`config.mk`:
```
export PLATFORM = sky130hd
export DESIGN_NAME = boolean_arithmetic_decoder
export DESIGN_NICKNAME = d
export VERILOG_FILES = /design/src/design/bdec_pkg.sv /design/src/design/boolean_arithmetic_decoder.sv /design/src/design/bdec_ram.sv /design/src/design/bdec_datapath.sv /design/src/design/bdec_ctrl.sv
export SDC_FILE = /design/constraint.sdc
export NUM_CORES = 1
export LEC_CHECK = 0
export ABC_AREA = 1
export BUFFER_PORTS_ARGS = -buffer_cell sky130_fd_sc_hd__buf_2
export CAP_MARGIN = 20
export CORE_ASPECT_RATIO = 1.5
export CORE_MARGIN = 4
export CORE_UTILIZATION = 59
export DETAILED_ROUTE_END_ITERATION = 8
export GPL_ROUTABILITY_DRIVEN = 0
export PLACE_DENSITY = 0.76
export SYNTH_ARGS = -nofsm -noshare
export SYNTH_HDL_FRONTEND = slang
export SYNTH_HIERARCHICAL = 1
export SYNTH_SLANG_ARGS = --single-unit
```
`constraint.sdc`:
```
create_clock -name clk -period 13.55 [get_ports clk]
set_input_delay 0.6775 -clock clk [delete_from_list [all_inputs] [get_ports clk]]
set_output_delay 0.6775 -clock clk [all_outputs]
set_load 0.02 [all_outputs]
```
`src/design/bdec_pkg.sv`:
```
// Shared types and codes for the boolean arithmetic decoder.
// Holds the item/result payload structs and the controller/datapath command and status structs.
// No dependencies.
`timescale 1ns / 1ps
`default_nettype none

package bdec_pkg;

	// Field widths of one input item and one result item
	localparam int OP_W       = 3;
	localparam int BYTE_W     = 8;
	localparam int PROB_W     = 8;
	localparam int BITCNT_W   = 6;
	localparam int DECODED_W  = 33;
	localparam int CONSUMED_W = 24;
	localparam int OVRCNT_W   = 16;
	localparam int ACC_W      = 32;

	// Operation codes
	localparam logic [OP_W-1:0] OP_PUSH    = 3'd0;
	localparam logic [OP_W-1:0] OP_START   = 3'd1;
	localparam logic [OP_W-1:0] OP_BOOL    = 3'd2;
	localparam logic [OP_W-1:0] OP_LITERAL = 3'd3;
	localparam logic [OP_W-1:0] OP_SIGNED  = 3'd4;

	// How the decoded field of a result is formed
	localparam logic [1:0] OUTSEL_BIT      = 2'd0;
	localparam logic [1:0] OUTSEL_UNSIGNED = 2'd1;
	localparam logic [1:0] OUTSEL_SIGNED   = 2'd2;

	typedef struct packed {
		logic [OP_W-1:0]     op;
		logic [BYTE_W-1:0]   byte_in;
		logic [PROB_W-1:0]   probability;
		logic [BITCNT_W-1:0] bit_count;
	} item_t;

	typedef struct packed {
		logic signed [DECODED_W-1:0] decoded;
		logic                        overrun_seen;
		logic [CONSUMED_W-1:0]       consumed_bytes;
		logic [OVRCNT_W-1:0]         overrun_bytes;
	} result_t;

	// Controller to datapath
	typedef struct packed {
		logic       capture;   // latch item probability on transfer
		logic       push;      // write byte into queue
		logic       start_a;   // restart coder, take first byte
		logic       start_b;   // take second byte
		logic       split_en;  // compute split from range and probability
		logic       use_prob;  // use item probability, else one half
		logic       cmp_en;    // compare window against split, pick bit
		logic       shift_en;  // normalize range, refill window
		logic       acc_clear; // clear literal accumulator
		logic       acc_shift; // shift decoded bit into accumulator
		logic       load_out;  // load result register
		logic [1:0] out_sel;
	} cmd_t;

	// Datapath to controller
	typedef struct packed {
		logic acc_next_nz; // accumulator nonzero once current bit goes in
	} sts_t;

endpackage

`default_nettype wire

```
`src/design/boolean_arithmetic_decoder.sv`:
```
// Boolean arithmetic (range) decoder with a front byte queue: top level.
// Joins the controller bdec_ctrl and the datapath bdec_datapath.
// Depends on bdec_pkg, bdec_ctrl, bdec_datapath.
//
// Compressed bytes are written with push items into a queue of QUEUE_DEPTH bytes (a full
// queue drops the byte); a start item restarts the coder and loads up to two bytes.
// A push is handled in the cycle it transfers, so pushes can stream one per clock while
// the controller is idle; a start takes the first byte and then the second byte;
// a bool decode is one pass through the three-step bool unit (multiply for the split,
// compare and subtract, normalize and refill) followed by loading the result; a literal
// decode of N bits runs the unit once per bit, and a signed decode runs it once more for
// the sign bit when the magnitude is nonzero. A waiting result does not block the input:
// the next item transfers while the result register is full, and only a decode that
// finishes before that result leaves stalls. The queue memory is not cleared at reset
// and needs no start-up time.
`timescale 1ns / 1ps
`default_nettype none

module boolean_arithmetic_decoder import bdec_pkg::*; #(
	parameter int QUEUE_DEPTH      = 16,
	parameter int MAX_LITERAL_BITS = 32
) (
	input  wire logic    clk,
	input  wire logic    arst_n,
	input  wire logic    item_valid,
	output logic         item_ready,
	input  wire item_t   item,
	output logic         result_valid,
	input  wire logic    result_ready,
	output result_t      result
);

	cmd_t cmd;
	sts_t sts;

	bdec_ctrl #(
		.MAX_LITERAL_BITS (MAX_LITERAL_BITS)
	) u_ctrl (
		.clk          (clk),
		.arst_n       (arst_n),
		.item_valid   (item_valid),
		.item_ready   (item_ready),
		.item         (item),
		.result_valid (result_valid),
		.result_ready (result_ready),
		.cmd          (cmd),
		.sts          (sts)
	);

	bdec_datapath #(
		.QUEUE_DEPTH (QUEUE_DEPTH)
	) u_datapath (
		.clk    (clk),
		.arst_n (arst_n),
		.item   (item),
		.cmd    (cmd),
		.sts    (sts),
		.result (result)
	);

endmodule

`default_nettype wire

```
`src/design/bdec_ram.sv`:
```
// Generic single-write, single-read RAM with registered read data.
// Old data is returned on a read of the address written in the same cycle.
// No dependencies.
`timescale 1ns / 1ps
`default_nettype none

module bdec_ram #(
	parameter int WIDTH = 8,
	parameter int DEPTH = 16
) (
	input  wire logic                     clk,
	input  wire logic                     wr_en,
	input  wire logic [$clog2(DEPTH)-1:0] wr_addr,
	input  wire logic [WIDTH-1:0]         wr_data,
	input  wire logic [$clog2(DEPTH)-1:0] rd_addr,
	output logic      [WIDTH-1:0]         rd_data
);

	logic [WIDTH-1:0] mem_q [DEPTH];

	always_ff @(posedge clk) begin
		if (wr_en) begin
			mem_q[wr_addr] <= wr_data;
		end
		rd_data <= mem_q[rd_addr];
	end

endmodule

`default_nettype wire

```
`src/design/bdec_datapath.sv`:
```
// Datapath of the boolean arithmetic decoder: byte queue, range/window arithmetic,
// literal accumulator, counters and result register.
// Depends on bdec_pkg and bdec_ram.
`timescale 1ns / 1ps
`default_nettype none

module bdec_datapath import bdec_pkg::*; #(
	parameter int QUEUE_DEPTH = 16
) (
	input  wire logic    clk,
	input  wire logic    arst_n,
	input  wire item_t   item,
	input  wire cmd_t    cmd,
	output sts_t         sts,
	output result_t      result
);

	localparam int PTR_W = $clog2(QUEUE_DEPTH);
	localparam int CNT_W = $clog2(QUEUE_DEPTH + 1);

	localparam logic [7:0]        RANGE_START = 8'd255;
	localparam logic [7:0]        PROB_HALF   = 8'd128;
	localparam logic signed [4:0] FILL_START  = -5'sd8;
	localparam logic signed [4:0] BYTE_BITS   = 5'sd8;

	// Leading zeros of a nonzero range below 128; zero range is left alone
	function automatic logic [2:0] norm_shift(input logic [7:0] r);
		logic [2:0] s;
		s = '0;
		for (int i = 0; i < 8; i++) begin
			if (r[i]) begin
				s = 3'(7 - i);
			end
		end
		return s;
	endfunction

	function automatic logic [PTR_W-1:0] ptr_inc(input logic [PTR_W-1:0] p);
		return (p == PTR_W'(QUEUE_DEPTH - 1)) ? '0 : p + 1'b1;
	endfunction

	// Queue state
	logic [PTR_W-1:0] wr_ptr_q;
	logic [PTR_W-1:0] rd_ptr_q;
	logic [PTR_W-1:0] rd_ptr_d;
	logic [CNT_W-1:0] count_q;
	logic             queue_full;
	logic             queue_empty;
	logic             wr_en;
	logic             pop;
	logic [7:0]       head_byte;

	// Coder state
	logic [7:0]        prob_q;
	logic [7:0]        split_q;
	logic              bit_q;
	logic [7:0]        range_q;
	logic [31:0]       value_q;
	logic signed [4:0] fill_q;
	logic [CONSUMED_W-1:0] consumed_q;
	logic              ovr_flag_q;
	logic [OVRCNT_W-1:0] ovr_cnt_q;
	logic [ACC_W-1:0]  acc_q;
	result_t           result_q;

	// Arithmetic
	logic [7:0]        prob_sel;
	logic [7:0]        range_m1;
	logic [15:0]       prod;
	logic [31:0]       big;
	logic [31:0]       diff;
	logic              ge;
	logic [2:0]        shift_amt;
	logic signed [4:0] fill_sum;
	logic              need_byte;
	logic [31:0]       value_sh;
	logic [31:0]       byte_sh;
	logic [ACC_W-1:0]  acc_next;
	logic [DECODED_W-1:0] acc_ext;
	logic [DECODED_W-1:0] decoded_d;

	// Byte queue storage
	bdec_ram #(
		.WIDTH (BYTE_W),
		.DEPTH (QUEUE_DEPTH)
	) u_queue_ram (
		.clk     (clk),
		.wr_en   (wr_en),
		.wr_addr (wr_ptr_q),
		.wr_data (item.byte_in),
		.rd_addr (rd_ptr_d),
		.rd_data (head_byte)
	);

	// Queue control; read address looks ahead so the head byte is always ready
	assign queue_full  = (count_q == CNT_W'(QUEUE_DEPTH));
	assign queue_empty = (count_q == '0);
	assign wr_en       = cmd.push && !queue_full;

	// Split, compare and normalize arithmetic
	assign prob_sel  = cmd.use_prob ? prob_q : PROB_HALF;
	assign range_m1  = range_q - 8'd1;
	assign prod      = 16'(range_m1) * 16'(prob_sel);
	assign big       = {16'b0, split_q, 8'b0};
	assign ge        = (value_q >= big);
	assign diff      = value_q - big;
	assign shift_amt = norm_shift(range_q);
	assign fill_sum  = fill_q + signed'({2'b00, shift_amt});
	assign need_byte = cmd.shift_en && !fill_sum[4];
	assign value_sh  = value_q << shift_amt;
	assign byte_sh   = 32'(head_byte) << fill_sum[2:0];

	assign pop      = !queue_empty && (cmd.start_a || cmd.start_b || need_byte);
	assign rd_ptr_d = pop ? ptr_inc(rd_ptr_q) : rd_ptr_q;

	// Accumulator and result formatting
	assign acc_next        = {acc_q[ACC_W-2:0], bit_q};
	assign sts.acc_next_nz = (acc_next != '0);
	assign acc_ext         = {1'b0, acc_q};

	always_comb begin
		case (cmd.out_sel)
			OUTSEL_BIT:      decoded_d = {{(DECODED_W-1){1'b0}}, bit_q};
			OUTSEL_UNSIGNED: decoded_d = acc_ext;
			OUTSEL_SIGNED:   decoded_d = bit_q ? ('0 - acc_ext) : acc_ext;
			default:         decoded_d = acc_ext;
		endcase
	end

	// Queue pointers and fill
	always_ff @(posedge clk or negedge arst_n) begin
		if (!arst_n) begin
			wr_ptr_q <= '0;
			rd_ptr_q <= '0;
			count_q  <= '0;
		end else begin
			rd_ptr_q <= rd_ptr_d;
			if (wr_en) begin
				wr_ptr_q <= ptr_inc(wr_ptr_q);
				count_q  <= count_q + 1'b1;
			end else if (pop) begin
				count_q <= count_q - 1'b1;
			end
		end
	end

	// Coder range, window, fill position and counters
	always_ff @(posedge clk or negedge arst_n) begin
		if (!arst_n) begin
			range_q    <= RANGE_START;
			value_q    <= '0;
			fill_q     <= FILL_START;
			consumed_q <= '0;
			ovr_flag_q <= 1'b0;
			ovr_cnt_q  <= '0;
		end else if (cmd.start_a) begin
			range_q    <= RANGE_START;
			value_q    <= queue_empty ? '0 : {16'b0, head_byte, 8'b0};
			fill_q     <= FILL_START;
			consumed_q <= queue_empty ? '0 : CONSUMED_W'(1);
			ovr_flag_q <= 1'b0;
			ovr_cnt_q  <= '0;
		end else if (cmd.start_b) begin
			if (!queue_empty) begin
				value_q <= value_q | {24'b0, head_byte};
				if (!(&consumed_q)) begin
					consumed_q <= consumed_q + 1'b1;
				end
			end
		end else if (cmd.cmp_en) begin
			if (ge) begin
				value_q <= diff;
				range_q <= range_q - split_q;
			end else begin
				range_q <= split_q;
			end
		end else if (cmd.shift_en) begin
			range_q <= range_q << shift_amt;
			if (need_byte) begin
				fill_q <= fill_sum - BYTE_BITS;
				if (!queue_empty) begin
					value_q <= value_sh | byte_sh;
					if (!(&consumed_q)) begin
						consumed_q <= consumed_q + 1'b1;
					end
				end else begin
					// end of data: zeros come in
					value_q    <= value_sh;
					ovr_flag_q <= 1'b1;
					if (!(&ovr_cnt_q)) begin
						ovr_cnt_q <= ovr_cnt_q + 1'b1;
					end
				end
			end else begin
				fill_q  <= fill_sum;
				value_q <= value_sh;
			end
		end
	end

	// Payload registers
	always_ff @(posedge clk) begin
		if (cmd.capture) begin
			prob_q <= item.probability;
		end
		if (cmd.split_en) begin
			split_q <= prod[15:8] + 8'd1;
		end
		if (cmd.cmp_en) begin
			bit_q <= ge;
		end
		if (cmd.acc_clear) begin
			acc_q <= '0;
		end else if (cmd.acc_shift) begin
			acc_q <= acc_next;
		end
		if (cmd.load_out) begin
			result_q.decoded        <= decoded_d;
			result_q.overrun_seen   <= ovr_flag_q;
			result_q.consumed_bytes <= consumed_q;
			result_q.overrun_bytes  <= ovr_cnt_q;
		end
	end

	assign result = result_q;

`ifndef SYNTHESIS
	// Queue never holds more than its depth
	assert property (@(posedge clk) disable iff (!arst_n)
		count_q <= CNT_W'(QUEUE_DEPTH))
		else $error("byte queue count exceeds depth");

	// After refill the window always waits for more bits
	assert property (@(posedge clk) disable iff (!arst_n)
		$past(cmd.shift_en) |-> fill_q[4])
		else $error("fill position not negative after refill");

	// Normalized range has its top bit set, unless it is zero
	assert property (@(posedge clk) disable iff (!arst_n)
		$past(cmd.shift_en) |-> (range_q[7] || range_q == 8'd0))
		else $error("range not normalized");
`endif

endmodule

`default_nettype wire

```
`src/design/bdec_ctrl.sv`:
```
// Controller of the boolean arithmetic decoder: sequences push, start and
// bool/literal/signed decodes, and owns the handshakes.
// Depends on bdec_pkg.
`timescale 1ns / 1ps
`default_nettype none

module bdec_ctrl import bdec_pkg::*; #(
	parameter int MAX_LITERAL_BITS = 32
) (
	input  wire logic  clk,
	input  wire logic  arst_n,
	input  wire logic  item_valid,
	output logic       item_ready,
	input  wire item_t item,
	output logic       result_valid,
	input  wire logic  result_ready,
	output cmd_t       cmd,
	input  wire sts_t  sts
);

	localparam logic [2:0] ST_IDLE    = 3'd0;
	localparam logic [2:0] ST_START_A = 3'd1;
	localparam logic [2:0] ST_START_B = 3'd2;
	localparam logic [2:0] ST_SPLIT   = 3'd3;
	localparam logic [2:0] ST_CMP     = 3'd4;
	localparam logic [2:0] ST_SHIFT   = 3'd5;
	localparam logic [2:0] ST_RESULT  = 3'd6;

	localparam int SGN_LIMIT = (MAX_LITERAL_BITS < 31) ? MAX_LITERAL_BITS : 31;
	localparam logic [BITCNT_W-1:0] LIT_CAP = BITCNT_W'(MAX_LITERAL_BITS);
	localparam logic [BITCNT_W-1:0] SGN_CAP = BITCNT_W'(SGN_LIMIT);

	logic [2:0]          state_q, state_d;
	logic [OP_W-1:0]     mode_q, mode_d;
	logic                sign_phase_q, sign_phase_d;
	logic [BITCNT_W-1:0] bits_q, bits_d;
	logic [1:0]          out_sel_q, out_sel_d;
	logic                out_valid_q;
	logic                accept;
	logic [BITCNT_W-1:0] cap;
	logic [BITCNT_W-1:0] bits_eff;

	assign item_ready   = (state_q == ST_IDLE);
	assign accept       = item_valid && item_ready;
	assign result_valid = out_valid_q;

	// Clamp the requested bit count
	assign cap      = (item.op == OP_SIGNED) ? SGN_CAP : LIT_CAP;
	assign bits_eff = (item.bit_count > cap) ? cap : item.bit_count;

	// Next state and datapath commands
	always_comb begin
		cmd          = '0;
		state_d      = state_q;
		mode_d       = mode_q;
		sign_phase_d = sign_phase_q;
		bits_d       = bits_q;
		out_sel_d    = out_sel_q;
		case (state_q)
			ST_IDLE: begin
				if (accept) begin
					cmd.capture = 1'b1;
					case (item.op)
						OP_PUSH: begin
							cmd.push = 1'b1;
						end
						OP_START: begin
							state_d = ST_START_A;
						end
						OP_BOOL: begin
							mode_d       = OP_BOOL;
							sign_phase_d = 1'b0;
							out_sel_d    = OUTSEL_BIT;
							state_d      = ST_SPLIT;
						end
						OP_LITERAL, OP_SIGNED: begin
							mode_d        = item.op;
							sign_phase_d  = 1'b0;
							bits_d        = bits_eff;
							cmd.acc_clear = 1'b1;
							out_sel_d     = OUTSEL_UNSIGNED;
							state_d       = (bits_eff == '0) ? ST_RESULT : ST_SPLIT;
						end
						default: begin
							state_d = ST_IDLE;
						end
					endcase
				end
			end
			ST_START_A: begin
				cmd.start_a = 1'b1;
				state_d     = ST_START_B;
			end
			ST_START_B: begin
				cmd.start_b = 1'b1;
				state_d     = ST_IDLE;
			end
			ST_SPLIT: begin
				cmd.split_en = 1'b1;
				cmd.use_prob = (mode_q == OP_BOOL);
				state_d      = ST_CMP;
			end
			ST_CMP: begin
				cmd.cmp_en = 1'b1;
				state_d    = ST_SHIFT;
			end
			ST_SHIFT: begin
				cmd.shift_en = 1'b1;
				if (mode_q == OP_BOOL) begin
					state_d = ST_RESULT;
				end else if (sign_phase_q) begin
					out_sel_d = OUTSEL_SIGNED;
					state_d   = ST_RESULT;
				end else begin
					// magnitude bit, MSB first
					cmd.acc_shift = 1'b1;
					bits_d        = bits_q - 1'b1;
					if (bits_q == BITCNT_W'(1)) begin
						if (mode_q == OP_SIGNED && sts.acc_next_nz) begin
							sign_phase_d = 1'b1;
							state_d      = ST_SPLIT;
						end else begin
							state_d = ST_RESULT;
						end
					end else begin
						state_d = ST_SPLIT;
					end
				end
			end
			ST_RESULT: begin
				cmd.out_sel = out_sel_q;
				if (!out_valid_q || result_ready) begin
					cmd.load_out = 1'b1;
					state_d      = ST_IDLE;
				end
			end
			default: begin
				state_d = ST_IDLE;
			end
		endcase
	end

	// Control registers
	always_ff @(posedge clk or negedge arst_n) begin
		if (!arst_n) begin
			state_q      <= ST_IDLE;
			mode_q       <= OP_PUSH;
			sign_phase_q <= 1'b0;
			bits_q       <= '0;
			out_sel_q    <= OUTSEL_BIT;
			out_valid_q  <= 1'b0;
		end else begin
			state_q      <= state_d;
			mode_q       <= mode_d;
			sign_phase_q <= sign_phase_d;
			bits_q       <= bits_d;
			out_sel_q    <= out_sel_d;
			if (cmd.load_out) begin
				out_valid_q <= 1'b1;
			end else if (result_ready) begin
				out_valid_q <= 1'b0;
			end
		end
	end

`ifndef SYNTHESIS
	// Result register is never overwritten while a transfer is pending
	assert property (@(posedge clk) disable iff (!arst_n)
		cmd.load_out |-> (!out_valid_q || result_ready))
		else $error("result overwritten before transfer");

	// Compare always follows split
	assert property (@(posedge clk) disable iff (!arst_n)
		(state_q == ST_CMP) |-> ($past(state_q) == ST_SPLIT))
		else $error("compare step without split");

	// Sign bit is read only in signed mode
	assert property (@(posedge clk) disable iff (!arst_n)
		(sign_phase_q && state_q != ST_IDLE) |-> (mode_q == OP_SIGNED))
		else $error("sign phase outside signed decode");
`endif

endmodule

`default_nettype wire

```
==> flow_summary_export.csv <==
group,metric,value,unit
critical_path,crit_slowest_cell,"dfstp_2",
logic_synthesis,synth.net_count,2891,
critical_path,crit_start,"u_datapath/range_q[0]$_DFFE_PN1P_",
logic_synthesis,synth_cells,2751,
routing,initialDrtViolationCount,1796,
global_routing,grt_first_pass_wirelength,90200,um
cts,cts_max_level,2,
logic_synthesis,ys_seq_area_share,45.4,%
outcome,outcome,"finished clean",
layout,area_delta_synth_final,9.25,%
global_routing,grt_start_max_net_pins,75,
cts,cts_resized,0,
sta,maxSlewHeadroom,36.3,%
place,dp_hpwl,39700,um
cts,cts_made_buffers,37,
sta,maxSlewViolCount,0,
layout,finalNetCount,2966,
power,power.total,5.53,mW
cts,cts.sinks,374,
logic_synthesis,synthTopCellsByArea,"edfxtp_1, dfrtp_1, nand2_1",
logic_synthesis,ys.flop_type,"edfxtp_1",
routing,firstDrtPassIters,6,
sta,tightest_slew,0.948,ns
power,ir_worst_vdd,0.157,mV
floorplan,die_area,41600,um^2
cts,cts-root-buf,"clkbuf_16",
critical_path,slowest_delay,0.66,ns
floorplan,core,37800,um^2
sta,fmax,161,MHz
sta,rsz0062_at_grt,"false",
logic_synthesis,async_flop_share,30.7,%
logic_synthesis,synth.ff_latch_count,374,
floorplan,initial_core_util,59.9,%
routing,drcViolationCount,0,
layout,fillers,3064,
routing,drtAntennaViolNets,0,
logic_synthesis,yosysTopAreaCellShare,29.1,%
cts,path_clk_slew,0.06,ns
critical_path,crit_path_start_kind,"flip-flop",
cts,insertion_delay,0.55,ns
sta,tns,0,ns
worst_hold_path,holdCritPathClass,"input port to asynchronous set/reset pin",
global_routing,groute.usage.overall,26.1,%
critical_path,cpLargestDelayFamily,"adder cells",
critical_path,critical_path_buf_inv_count,6,
critical_path,worstPathMaxFanout,9,
floorplan,die_h,248,um
logic_synthesis,synth_warnings,6,
logic_synthesis,synth.cell_area,22600,um^2
global_routing,grt_overflow_total,0,
logic_synthesis,synth_edf_count,219,
sta,finalSetupViolations,0,
logic_synthesis,yosysMostFrequentCell,"nand2_1",
floorplan,num_rows,87,
critical_path,path_class,"flip-flop to flip-flop",
place,dpl_worst_slack,6.69,ns
routing,routed_wl,55300,um
power,powerDensity,224,nW/um^2
routing,via_per_inst,5.77,
logic_synthesis,netlist_top_cells_count,"nand2_1, inv_1, nand3_1",
critical_path,critPathCaptureType,"flip-flop",
power,leakage,11.2,nW
floorplan,die_width,168,um
critical_path,required,13.84,ns
layout,num_antenna_cells,0,
logic_synthesis,synth_largest_area_cell,"edfxtp_1",
sta,clock_skew,0.0155,ns
flow_run,drv_cap,0,
cts,max-clock-path-buffers,3,
floorplan,io_pins,105,
cts,post_cts_buffers,0,
cts,ctsHoldBuffers,0,
routing,detail_route.wl_per_cell,16.5,um
global_routing,first_global_vias,19014,
critical_path,arrival,6.50,ns
critical_path,path_common_cell,"nand2_1",
sta,period_share,45.8,%
sta,finalHoldViolations,0,
critical_path,r2r-start,"u_datapath/range_q[0]$_DFFE_PN1P_",
sta,fin_ws,7.35,ns
logic_synthesis,synth.avg_cell_area,8.22,um^2
place,post-place-cells,3274,
place,port_buffers,104,
sta,period_needed,6.20,ns
cts,cts_tree,"built",
layout,fin_cells,3344,
layout,drive_above_1_share,10.6,%
global_routing,antenna_found_initial,0,
logic_synthesis,ys_types,62,
routing,vias,19310,
-- area by class of cell --
type | instances | area, um^2 | area share, %
clock buffer | 49 | 1010 | 4.10
clock inverter | 19 | 246 | 0.998
inverter | 390 | 1470 | 5.93
multi-input combinational | 1902 | 10400 | 42.2
sequential | 374 | 10300 | 41.6
tap | 489 | 612 | 2.48
timing repair buffer | 121 | 667 | 2.70
-- placed cells by master, fill, tap and decap left out, types with 8 or more instances in the layout --
master and instances:
nor4_1 10, o211ai_1 23, clkbuf_1 9, o21ai_2 13, ha_1 72, o21ai_0 138
o21ai_1 34, nor2_4 8, xor2_1 31, nand2_2 9, buf_4 16, a211oi_1 29
dfstp_2 10, or2_2 10, nand3_1 264, nand4_1 50, edfxtp_1 219, a21oi_1 122
nand2_4 10, inv_2 18, nor2_1 259, fa_1 39, buf_2 103, nor2_2 10
clkbuf_16 38, inv_1 370, nor3_1 41, nand2_1 632, o22ai_1 10, dfxtp_1 40
or2_1 8, xnor2_1 12, dfrtp_1 105
-- metal layers --
metal / wire length (um) / track usage [%] / up-vias / part of all wire, %
li1: - / - / 9292 / -
met1: 20500 / 29.3 / 9022 / 37
met2: 28700 / 48.2 / 777 / 52
met3: 3110 / 3.30 / 219 / 5.6
met4: 3010 / 13.7 / 0 / 5.4
met5: 0 / 0 / - / 0
-- power breakdown --
| group | internal, mW | switching (mW) | total, mW |
|---|---|---|---|
| clock network | 0.613 | 0.450 | 1.06 |
| logic | 0.887 | 1.92 | 2.80 |
| registers | 1.45 | 0.213 | 1.66 |
-- sequential cells by signal, indices dropped and copies added (netlist names) --
signal / count
u_datapath/result: 74
u_datapath/u_queue_ram/rd_data: 8
u_datapath/split_q: 8
u_ctrl/out_sel_q: 2
u_datapath/ovr_cnt_q: 16
u_datapath/ovr_flag_q: 1
u_ctrl/mode_q: 3
u_datapath/acc_q: 32
u_datapath/count_q: 5
u_datapath/fill_q: 5
u_ctrl/state_q: 3
u_datapath/range_q: 8
u_datapath/consumed_q: 24
u_ctrl/bits_q: 6
u_datapath/rd_ptr_q: 4
u_ctrl/result_valid: 1
u_datapath/bit_q: 1
u_datapath/wr_ptr_q: 4
u_datapath/u_queue_ram/mem_q: 128
u_datapath/prob_q: 8
u_ctrl/sign_phase_q: 1
u_datapath/value_q: 32
-- cells by family (layout without fill, tap and decap cells) --
kind of cell / count (synthesis) / in the layout / synth area share (%)
buf+inv: 475 / 579 / 8.64
mux: 1 / 1 / 0.0498
compound gates: 404 / 404 / 10.3
xor+xnor: 44 / 44 / 1.74
fa+ha+maj: 111 / 111 / 7.44
simple gates: 1342 / 1342 / 26.4
flops: 374 / 374 / 45.4
-- metrics by stage --
step                cell area [um^2]  util [%]  hold WS (ns)
detailed placement             23400      62.0         0.464
floorplan                      22600         -         0.382
CTS                            24700      65.3         0.216
global placement               23400      62.0         0.464
global route                   24700      65.4         0.247
finish                         24700      65.4         0.199
-- worst paths after layout --
check | endpoint | slack [ns] | cells after the start
max | u_datapath/split_q[4]$_DFFE_PP_ | 7.35 | 25
min | u_datapath/consumed_q[7]$_DFFE_PN0P_ | 0.20 | 1
max reg2reg | u_datapath/split_q[4]$_DFFE_PP_ | 7.35 | 25
min reg2reg | u_datapath/result[22]$_DFFE_PP_ | 0.48 | 0
max in group asynchronous | u_ctrl/bits_q[1]$_DFFE_PN0P_ | 12.10 | 2
min in group clk | u_datapath/prob_q[5]$_DFFE_PP_ | 0.31 | 1
Power figures use the tool's default switching activity.
